[config.mk]
export PLATFORM = sky130hd
export DESIGN_NAME = varint_stream_decoder
export DESIGN_NICKNAME = d
export VERILOG_FILES = /design/src/rtl/vsd_pkg.sv /design/src/rtl/vsd_front.sv /design/src/rtl/vsd_queue.sv /design/src/rtl/vsd_back.sv /design/src/rtl/varint_stream_decoder.sv
export SDC_FILE = /design/constraint.sdc
export NUM_CORES = 1
export LEC_CHECK = 0
export BUFFER_PORTS_ARGS = -buffer_cell sky130_fd_sc_hd__buf_2
export CAP_MARGIN = 30
export CORE_UTILIZATION = 25
export DETAILED_ROUTE_END_ITERATION = 6
export HOLD_SLACK_MARGIN = 0.02
export SYNTH_ARGS = -nofsm -noshare
export SYNTH_HDL_FRONTEND = slang
export SYNTH_HIERARCHICAL = 1
export SYNTH_SLANG_ARGS = --single-unit
[constraint.sdc]
create_clock -name clk_i -period 5.9 [get_ports clk_i]
set_clock_uncertainty 0.2 [all_clocks]
set_input_delay 0.59 -clock clk_i [delete_from_list [all_inputs] [get_ports clk_i]]
set_output_delay 0.59 -clock clk_i [all_outputs]
set_load 0.01 [all_outputs]
[src/rtl/vsd_pkg.sv]
`timescale 1ns / 1ps

package vsd_pkg;

  localparam int unsigned VALUE_WIDTH_DEF = 64;
  localparam int unsigned QUEUE_DEPTH_DEF = 2;

  localparam int unsigned OUT_WIDTH   = 64;
  localparam int unsigned BYTE_WIDTH  = 8;
  localparam int unsigned GROUP_BITS  = 7;
  localparam int unsigned COUNT_WIDTH = 4;
  localparam int unsigned CONT_IDX    = 7;

  localparam logic [COUNT_WIDTH-1:0] COUNT_MAX = 4'd15;

  typedef enum logic {
    REQ_UNSIGNED = 1'b0,
    REQ_SIGNED   = 1'b1
  } req_e;

  // Finished value handed from the byte gatherer to the result formatter.
  typedef struct packed {
    logic [OUT_WIDTH-1:0]   acc;
    req_e                   req;
    logic [COUNT_WIDTH-1:0] count;
    logic                   ovf;
  } entry_t;

endpackage

[src/rtl/vsd_front.sv]
`timescale 1ns / 1ps

module vsd_front #(
  parameter int unsigned VALUE_WIDTH = vsd_pkg::VALUE_WIDTH_DEF
) (
  input  logic                         clk_i,
  input  logic                         rst_ni,
  input  logic                         accept_i,
  input  logic [vsd_pkg::BYTE_WIDTH-1:0] data_byte_i,
  input  vsd_pkg::req_e                req_type_i,
  output logic                         q_push_o,
  output vsd_pkg::entry_t              q_entry_o
);

  localparam int unsigned PosW = $clog2(VALUE_WIDTH + vsd_pkg::GROUP_BITS + 1);
  localparam int unsigned ExtW = VALUE_WIDTH + vsd_pkg::GROUP_BITS;

  logic [VALUE_WIDTH-1:0]          acc_q, acc_d, acc_new;
  logic [PosW-1:0]                 pos_q, pos_d, pos_sum;
  logic [vsd_pkg::COUNT_WIDTH-1:0] cnt_q, cnt_d, cnt_new;
  logic                            ovf_q, ovf_d, ovf_new;
  logic [ExtW-1:0]                 ext;
  logic                            last;

  assign last = ~data_byte_i[vsd_pkg::CONT_IDX];

  // Bits shifted past the accumulator top land in the upper group of ext;
  // with the position held at the top the whole payload lands there.
  assign ext     = ExtW'(data_byte_i[vsd_pkg::GROUP_BITS-1:0]) << pos_q;
  assign acc_new = acc_q | ext[VALUE_WIDTH-1:0];
  assign ovf_new = ovf_q | (|ext[ExtW-1:VALUE_WIDTH]);
  assign pos_sum = pos_q + PosW'(vsd_pkg::GROUP_BITS);
  assign cnt_new = (cnt_q == vsd_pkg::COUNT_MAX) ? cnt_q : cnt_q + 1'b1;

  always_comb begin
    acc_d = acc_q;
    pos_d = pos_q;
    cnt_d = cnt_q;
    ovf_d = ovf_q;
    if (accept_i) begin
      if (last) begin
        acc_d = '0;
        pos_d = '0;
        cnt_d = '0;
        ovf_d = 1'b0;
      end else begin
        acc_d = acc_new;
        pos_d = (pos_sum > PosW'(VALUE_WIDTH)) ? PosW'(VALUE_WIDTH) : pos_sum;
        cnt_d = cnt_new;
        ovf_d = ovf_new;
      end
    end
  end

  always_ff @(posedge clk_i or negedge rst_ni) begin
    if (!rst_ni) begin
      acc_q <= '0;
      pos_q <= '0;
      cnt_q <= '0;
      ovf_q <= 1'b0;
    end else begin
      acc_q <= acc_d;
      pos_q <= pos_d;
      cnt_q <= cnt_d;
      ovf_q <= ovf_d;
    end
  end

  assign q_push_o        = accept_i & last;
  assign q_entry_o.acc   = vsd_pkg::OUT_WIDTH'(acc_new);
  assign q_entry_o.req   = req_type_i;
  assign q_entry_o.count = cnt_new;
  assign q_entry_o.ovf   = ovf_new;

endmodule

[src/rtl/vsd_queue.sv]
`timescale 1ns / 1ps

module vsd_queue #(
  parameter int unsigned DEPTH = vsd_pkg::QUEUE_DEPTH_DEF
) (
  input  logic            clk_i,
  input  logic            rst_ni,
  input  logic            push_i,
  input  vsd_pkg::entry_t wdata_i,
  input  logic            pop_i,
  output vsd_pkg::entry_t rdata_o,
  output logic            full_o,
  output logic            empty_o
);

  localparam int unsigned PtrW = (DEPTH > 1) ? $clog2(DEPTH) : 1;
  localparam int unsigned CntW = $clog2(DEPTH + 1);

  vsd_pkg::entry_t mem_q [DEPTH];
  logic [PtrW-1:0] wptr_q, wptr_d, rptr_q, rptr_d;
  logic [CntW-1:0] cnt_q, cnt_d;
  logic            do_push, do_pop;

  assign full_o  = (cnt_q == CntW'(DEPTH));
  assign empty_o = (cnt_q == '0);
  assign do_push = push_i & ~full_o;
  assign do_pop  = pop_i & ~empty_o;
  assign rdata_o = mem_q[rptr_q];

  always_comb begin
    wptr_d = wptr_q;
    rptr_d = rptr_q;
    cnt_d  = cnt_q;
    if (do_push) begin
      wptr_d = (wptr_q == PtrW'(DEPTH - 1)) ? '0 : wptr_q + 1'b1;
    end
    if (do_pop) begin
      rptr_d = (rptr_q == PtrW'(DEPTH - 1)) ? '0 : rptr_q + 1'b1;
    end
    if (do_push && !do_pop) begin
      cnt_d = cnt_q + 1'b1;
    end else if (do_pop && !do_push) begin
      cnt_d = cnt_q - 1'b1;
    end
  end

  always_ff @(posedge clk_i or negedge rst_ni) begin
    if (!rst_ni) begin
      wptr_q <= '0;
      rptr_q <= '0;
      cnt_q  <= '0;
    end else begin
      wptr_q <= wptr_d;
      rptr_q <= rptr_d;
      cnt_q  <= cnt_d;
    end
  end

  always_ff @(posedge clk_i) begin
    if (do_push) begin
      mem_q[wptr_q] <= wdata_i;
    end
  end

endmodule

[src/rtl/vsd_back.sv]
`timescale 1ns / 1ps

module vsd_back #(
  parameter int unsigned VALUE_WIDTH = vsd_pkg::VALUE_WIDTH_DEF
) (
  input  logic                            clk_i,
  input  logic                            rst_ni,
  input  logic                            q_empty_i,
  input  vsd_pkg::entry_t                 q_entry_i,
  output logic                            q_pop_o,
  input  logic                            pop,
  output logic                            empty,
  output logic [vsd_pkg::OUT_WIDTH-1:0]   value_bits_o,
  output logic [vsd_pkg::COUNT_WIDTH-1:0] byte_count_o,
  output logic                            overflow_o
);

  logic                            vld_q;
  logic [VALUE_WIDTH-1:0]          acc, mag, res;
  logic [vsd_pkg::OUT_WIDTH-1:0]   val_q;
  logic [vsd_pkg::COUNT_WIDTH-1:0] cnt_q;
  logic                            ovf_q;
  logic                            load;

  assign acc = q_entry_i.acc[VALUE_WIDTH-1:0];
  assign mag = acc >> 1;

  always_comb begin
    res = acc;
    if (q_entry_i.req == vsd_pkg::REQ_SIGNED) begin
      res = acc[0] ? ('0 - mag) : mag;
    end
  end

  assign load    = ~q_empty_i & (~vld_q | pop);
  assign q_pop_o = load;

  always_ff @(posedge clk_i or negedge rst_ni) begin
    if (!rst_ni) begin
      vld_q <= 1'b0;
    end else if (load) begin
      vld_q <= 1'b1;
    end else if (pop) begin
      vld_q <= 1'b0;
    end
  end

  always_ff @(posedge clk_i) begin
    if (load) begin
      val_q <= vsd_pkg::OUT_WIDTH'(res);
      cnt_q <= q_entry_i.count;
      ovf_q <= q_entry_i.ovf;
    end
  end

  assign empty        = ~vld_q;
  assign value_bits_o = val_q;
  assign byte_count_o = cnt_q;
  assign overflow_o   = ovf_q;

endmodule

[src/rtl/varint_stream_decoder.sv]
`timescale 1ns / 1ps

// Variable-length integer decoder, one encoded byte per item.
// Input queue side: data_byte_i and req_type_i are taken on a clock edge with
// push high and full low. Bit 7 of the byte marks a continuation; the low 7
// bits are gathered least significant group first. req_type_i of the last
// byte picks an unsigned result or a sign-in-lsb result.
// Result queue side: while empty is low the oldest result sits on
// value_bits_o, byte_count_o and overflow_o; it leaves on an edge with pop
// high. byte_count_o saturates at 15; overflow_o flags dropped nonzero bits.
// Throughput: one byte per cycle while full is low. The gatherer updates its
// accumulator register; a short queue then feeds the result formatter,
// whose negate-and-register stage also serves as the output register.
// A finished value enters the queue, then the output register once it is free.
// When pop is held low the output register and the queue fill; full then
// rises and further bytes wait. While full is high no byte is taken, even
// one that continues a value.
// Reset clears the partial value, the queue and the output register.
module varint_stream_decoder #(
  parameter int unsigned VALUE_WIDTH = vsd_pkg::VALUE_WIDTH_DEF,
  parameter int unsigned QUEUE_DEPTH = vsd_pkg::QUEUE_DEPTH_DEF
) (
  input  logic                            clk_i,
  input  logic                            rst_ni,
  input  logic                            push,
  output logic                            full,
  input  logic [vsd_pkg::BYTE_WIDTH-1:0]  data_byte_i,
  input  logic                            req_type_i,
  output logic                            empty,
  input  logic                            pop,
  output logic [vsd_pkg::OUT_WIDTH-1:0]   value_bits_o,
  output logic [vsd_pkg::COUNT_WIDTH-1:0] byte_count_o,
  output logic                            overflow_o
);

  logic            accept;
  logic            q_push, q_pop, q_full, q_empty;
  vsd_pkg::entry_t q_wdata, q_rdata;

  assign full   = q_full;
  assign accept = push & ~q_full;

  vsd_front #(
    .VALUE_WIDTH(VALUE_WIDTH)
  ) u_front (
    .clk_i      (clk_i),
    .rst_ni     (rst_ni),
    .accept_i   (accept),
    .data_byte_i(data_byte_i),
    .req_type_i (vsd_pkg::req_e'(req_type_i)),
    .q_push_o   (q_push),
    .q_entry_o  (q_wdata)
  );

  vsd_queue #(
    .DEPTH(QUEUE_DEPTH)
  ) u_queue (
    .clk_i  (clk_i),
    .rst_ni (rst_ni),
    .push_i (q_push),
    .wdata_i(q_wdata),
    .pop_i  (q_pop),
    .rdata_o(q_rdata),
    .full_o (q_full),
    .empty_o(q_empty)
  );

  vsd_back #(
    .VALUE_WIDTH(VALUE_WIDTH)
  ) u_back (
    .clk_i       (clk_i),
    .rst_ni      (rst_ni),
    .q_empty_i   (q_empty),
    .q_entry_i   (q_rdata),
    .q_pop_o     (q_pop),
    .pop         (pop),
    .empty       (empty),
    .value_bits_o(value_bits_o),
    .byte_count_o(byte_count_o),
    .overflow_o  (overflow_o)
  );

endmodule

==> flow_summary.ini <==
[status]
status = complete, but fails checks
violations = DRC

[worst_setup_path]
worst-path-max-fanout = 49
required_ns = 6.07
reg2reg_from = u_queue/rptr_q
path_delay_family = simple AND/OR/NAND/NOR gates
worst-r2r-cell-count = 8
cp_slowest_cell = dfrtp_4
critical_path_class = reg2reg
end_kind = register
cp_slowest_stage_delay_ns = 1.02
arrival_ns = 4.62
ff2ff_setup_slack_ns = 1.45
startpoint_type = register
r2r-end = u_back/value_bits_o[55]
path_cells = buf_4 -> mux2_4 -> nor4_1 -> and3_1 -> nand3_1 -> or2_2 -> or3_1 -> a41oi_1
critPathBufInv = 1

[detailed_routing]
vias_per_cell = 4.86
drc = 1
drt-total-wl_mm = 36.5
dr.pass1.iters = 7
num_vias = 9926
initialDrtViolationCount = 1121
wl_per_cell_microns = 17.9
detail-route-antenna-nets = 0

[job]
cap_violations = 0

[cts]
numCtsBuffers = 34
cts_tree = built
clock-sinks = 290
clock_latency_ns = 0.52
root_buffer = clkbuf_16
post-cts-setup-buffers = 0
htree_levels = 2
clockBufferDepth = 3
path_clk_slew_ns = 0.06

[global_routing]
grt.overflow.total = 0
grt_max_degree = 68
track_usage_pct = 12.0
grt_pass1_wl_mm = 55.6
antenna_found_initial = 2
grt_pass1_vias = 9165

[die]
die_area_sq_mm = 0.0587
coreArea_sq_mm = 0.0567
ios = 84
rows = 87
die_x_microns = 242
fp.dieH_microns = 242
start_util_pct = 25.5

[synth]
synth_top_cell_area_share_pct = 43.5
ys_seq_area_share_pct = 57.5
yosysTopAreaCell = edfxtp_1
synth_cells = 1191
synthesis.area_sq_mm = 0.0144
syn-num-nets = 1209
synthArstFlopShare_pct = 27.9
avgSynthCellArea_sq_um = 12.1
synth-warning-count = 6
synthFlopType = edfxtp_1
synth_area_leaders = edfxtp_1 43%, dfrtp_1 14%, mux2_4 7.4%, nor2_1 4.3%, a21oi_1 3.7%
ys_ff_latch = 290
synth_edf_count = 209
ys_types = 88

[timing]
finalCritPeriodShare_pct = 75.4
worst_pin_slew_ns = 0.935
hold_viol_final = 0
slew_viol_final = 0
rsz0062_at_grt = false
fmax_mhz = 225
fin_hold_ws_ns = 0.0631
finalCriticalPeriod_ns = 4.45
max_slew_margin_pct = 37.7
setup-tns-final_ns = 0
setup_viol = 0

[worst_hold_path]
hold_start = req_type_i
hold_class = in2reg
min_path_cells = 1
hold_path_end = u_queue/mem_q[0][5]

[place]
io_buffers = 83
dp_hpwl_mm = 25.8
place_congestion = 0.901
numPlacedInstances = 1978

[final_layout]
stdcell_count = 2041
drive_gt1_share_pct = 21.1
area.growth.synth_to_final_pct = 15.6
layout.nets = 1277

[power_and_ir_drop]
powerDensity_mw_per_mm2 = 517
power.leakage_nw = 6.69
irDropWorstVdd_v = 0.000212
-- repair_timing --
item / 4_1_cts / 5_1_grt
hold endpoints to repair: 18 / 0
gates resized for setup: 0 / 0
hold buffers: 1 / 0
-- report_power, final --
part | switching (mW) | internal, mW | leakage [nW]
combinational | 1.99 | 1.25 | 3.07
clock | 0.820 | 1.29 | 0.560
sequential | 0.331 | 2.95 | 3.06
total | 3.14 | 5.49 | 6.69
-- kinds of logic after synthesis --
logic type                 count (synthesis)  synth area share, %
DFF                                      290                 57.5
xor gates and xnor gates                  36                 2.18
and+or+nand+nor                          368                 12.7
muxes                                     94                 9.55
buffers and inverters                     90                 3.61
adders and majority gates                  5                0.433
AOI/OAI and AO/OA                        308                 14.0
-- final cells by class --
cell class / count / area, sq um
Timing Repair Buffer: 100 / 572
Antenna cell: 1 / 2.50
Multi-Input combinational cell: 811 / 5640
Clock buffer: 42 / 922
Tap cell: 756 / 946
Fill cell: 5724 / 40000
Clock inverter: 19 / 223
Sequential cell: 290 / 8310
Inverter: 22 / 82.6
-- registers in the layout (all words and copies together) (netlist names) --
signal,cells
u_queue/mem_q,140
u_back/value_bits_o,64
u_front/acc_q,64
u_front/pos_q,7
u_back/byte_count_o,4
u_front/cnt_q,4
u_queue/cnt_q,2
u_back/overflow_o,1
u_back/vld_q,1
u_front/ovf_q,1
u_queue/rptr_q,1
u_queue/wptr_q,1
-- Yosys cell counts, drive strengths merged (8+ instances only) --
library cell and n:
a21o 51, o22ai 14, xor2 31, buf 27
edfxtp 209, nand3 16, a22o 8, dfrtp 81
nor4 14, nor2 166, or3 21, clkbuf 41
or4 15, a21oi 110, and3 8, inv 20
o21ai 34, nand2 46, a311oi 8, mux2 82
nand2b 12, nor3 20, or2 11, a31oi 25
-- cell usage in the layout (no fill, tap or decap), types with 8 or more instances in the layout --
cell         n
a311oi_1     8
nor4_1      13
edfxtp_1   209
nand2b_1    12
a21oi_1    106
a31oi_1     25
inv_1       20
nor2_1     165
xor2_1      31
nand3_1     16
o21ai_0     31
nor3_1      18
a22o_1       8
dfrtp_1     80
or4_1       14
a21o_1      51
nand2_1     46
or2_2       11
o22ai_1     14
or3_1       20
mux2_2       9
mux2_4      71
buf_4       15
clkbuf_16   35
buf_2       82
-- through the flow --
step | cell area (sq um) | setup slack, ns | power (mW) | utilization (%)
after detailed placement | 15500 | 1.44 | 6.55 | 27.4
after global placement | 15500 | 1.48 | 6.48 | 27.3
after floorplan | 14400 | 0.338 | 5.62 | -
final | 16700 | 1.45 | 8.63 | 29.4
after CTS | 16700 | 1.44 | 8.70 | 29.4
after global routing | 16700 | 1.24 | 9.11 | 29.4
-- how the worst max path moves through the flow --
stage	slack, ns	cells after the start	to	startpoint
after floorplan	0.34	7	u_queue/cnt_q[1]	pop
after global placement	1.48	8	u_back/value_bits_o[45]	u_queue/rptr_q
after detailed placement	1.44	8	u_back/value_bits_o[55]	u_queue/rptr_q
after CTS	1.44	8	u_back/value_bits_o[55]	u_queue/rptr_q
after global routing	1.24	8	u_back/value_bits_o[55]	u_queue/rptr_q
final	1.45	8	u_back/value_bits_o[55]	u_queue/rptr_q
-- per-layer routing --
| layer | share of wire (%) | global-route usage [%] | wire length [microns] |
|---|---|---|---|
| met4 | 2.6 | 3.56 | 937 |
| met1 | 47 | 17.2 | 17100 |
| met2 | 44 | 18.3 | 16200 |
| met3 | 6.3 | 2.39 | 2300 |
| met5 | 0.036 | 0 | 13 |
Note: power is estimated with default switching activity, not from simulation.
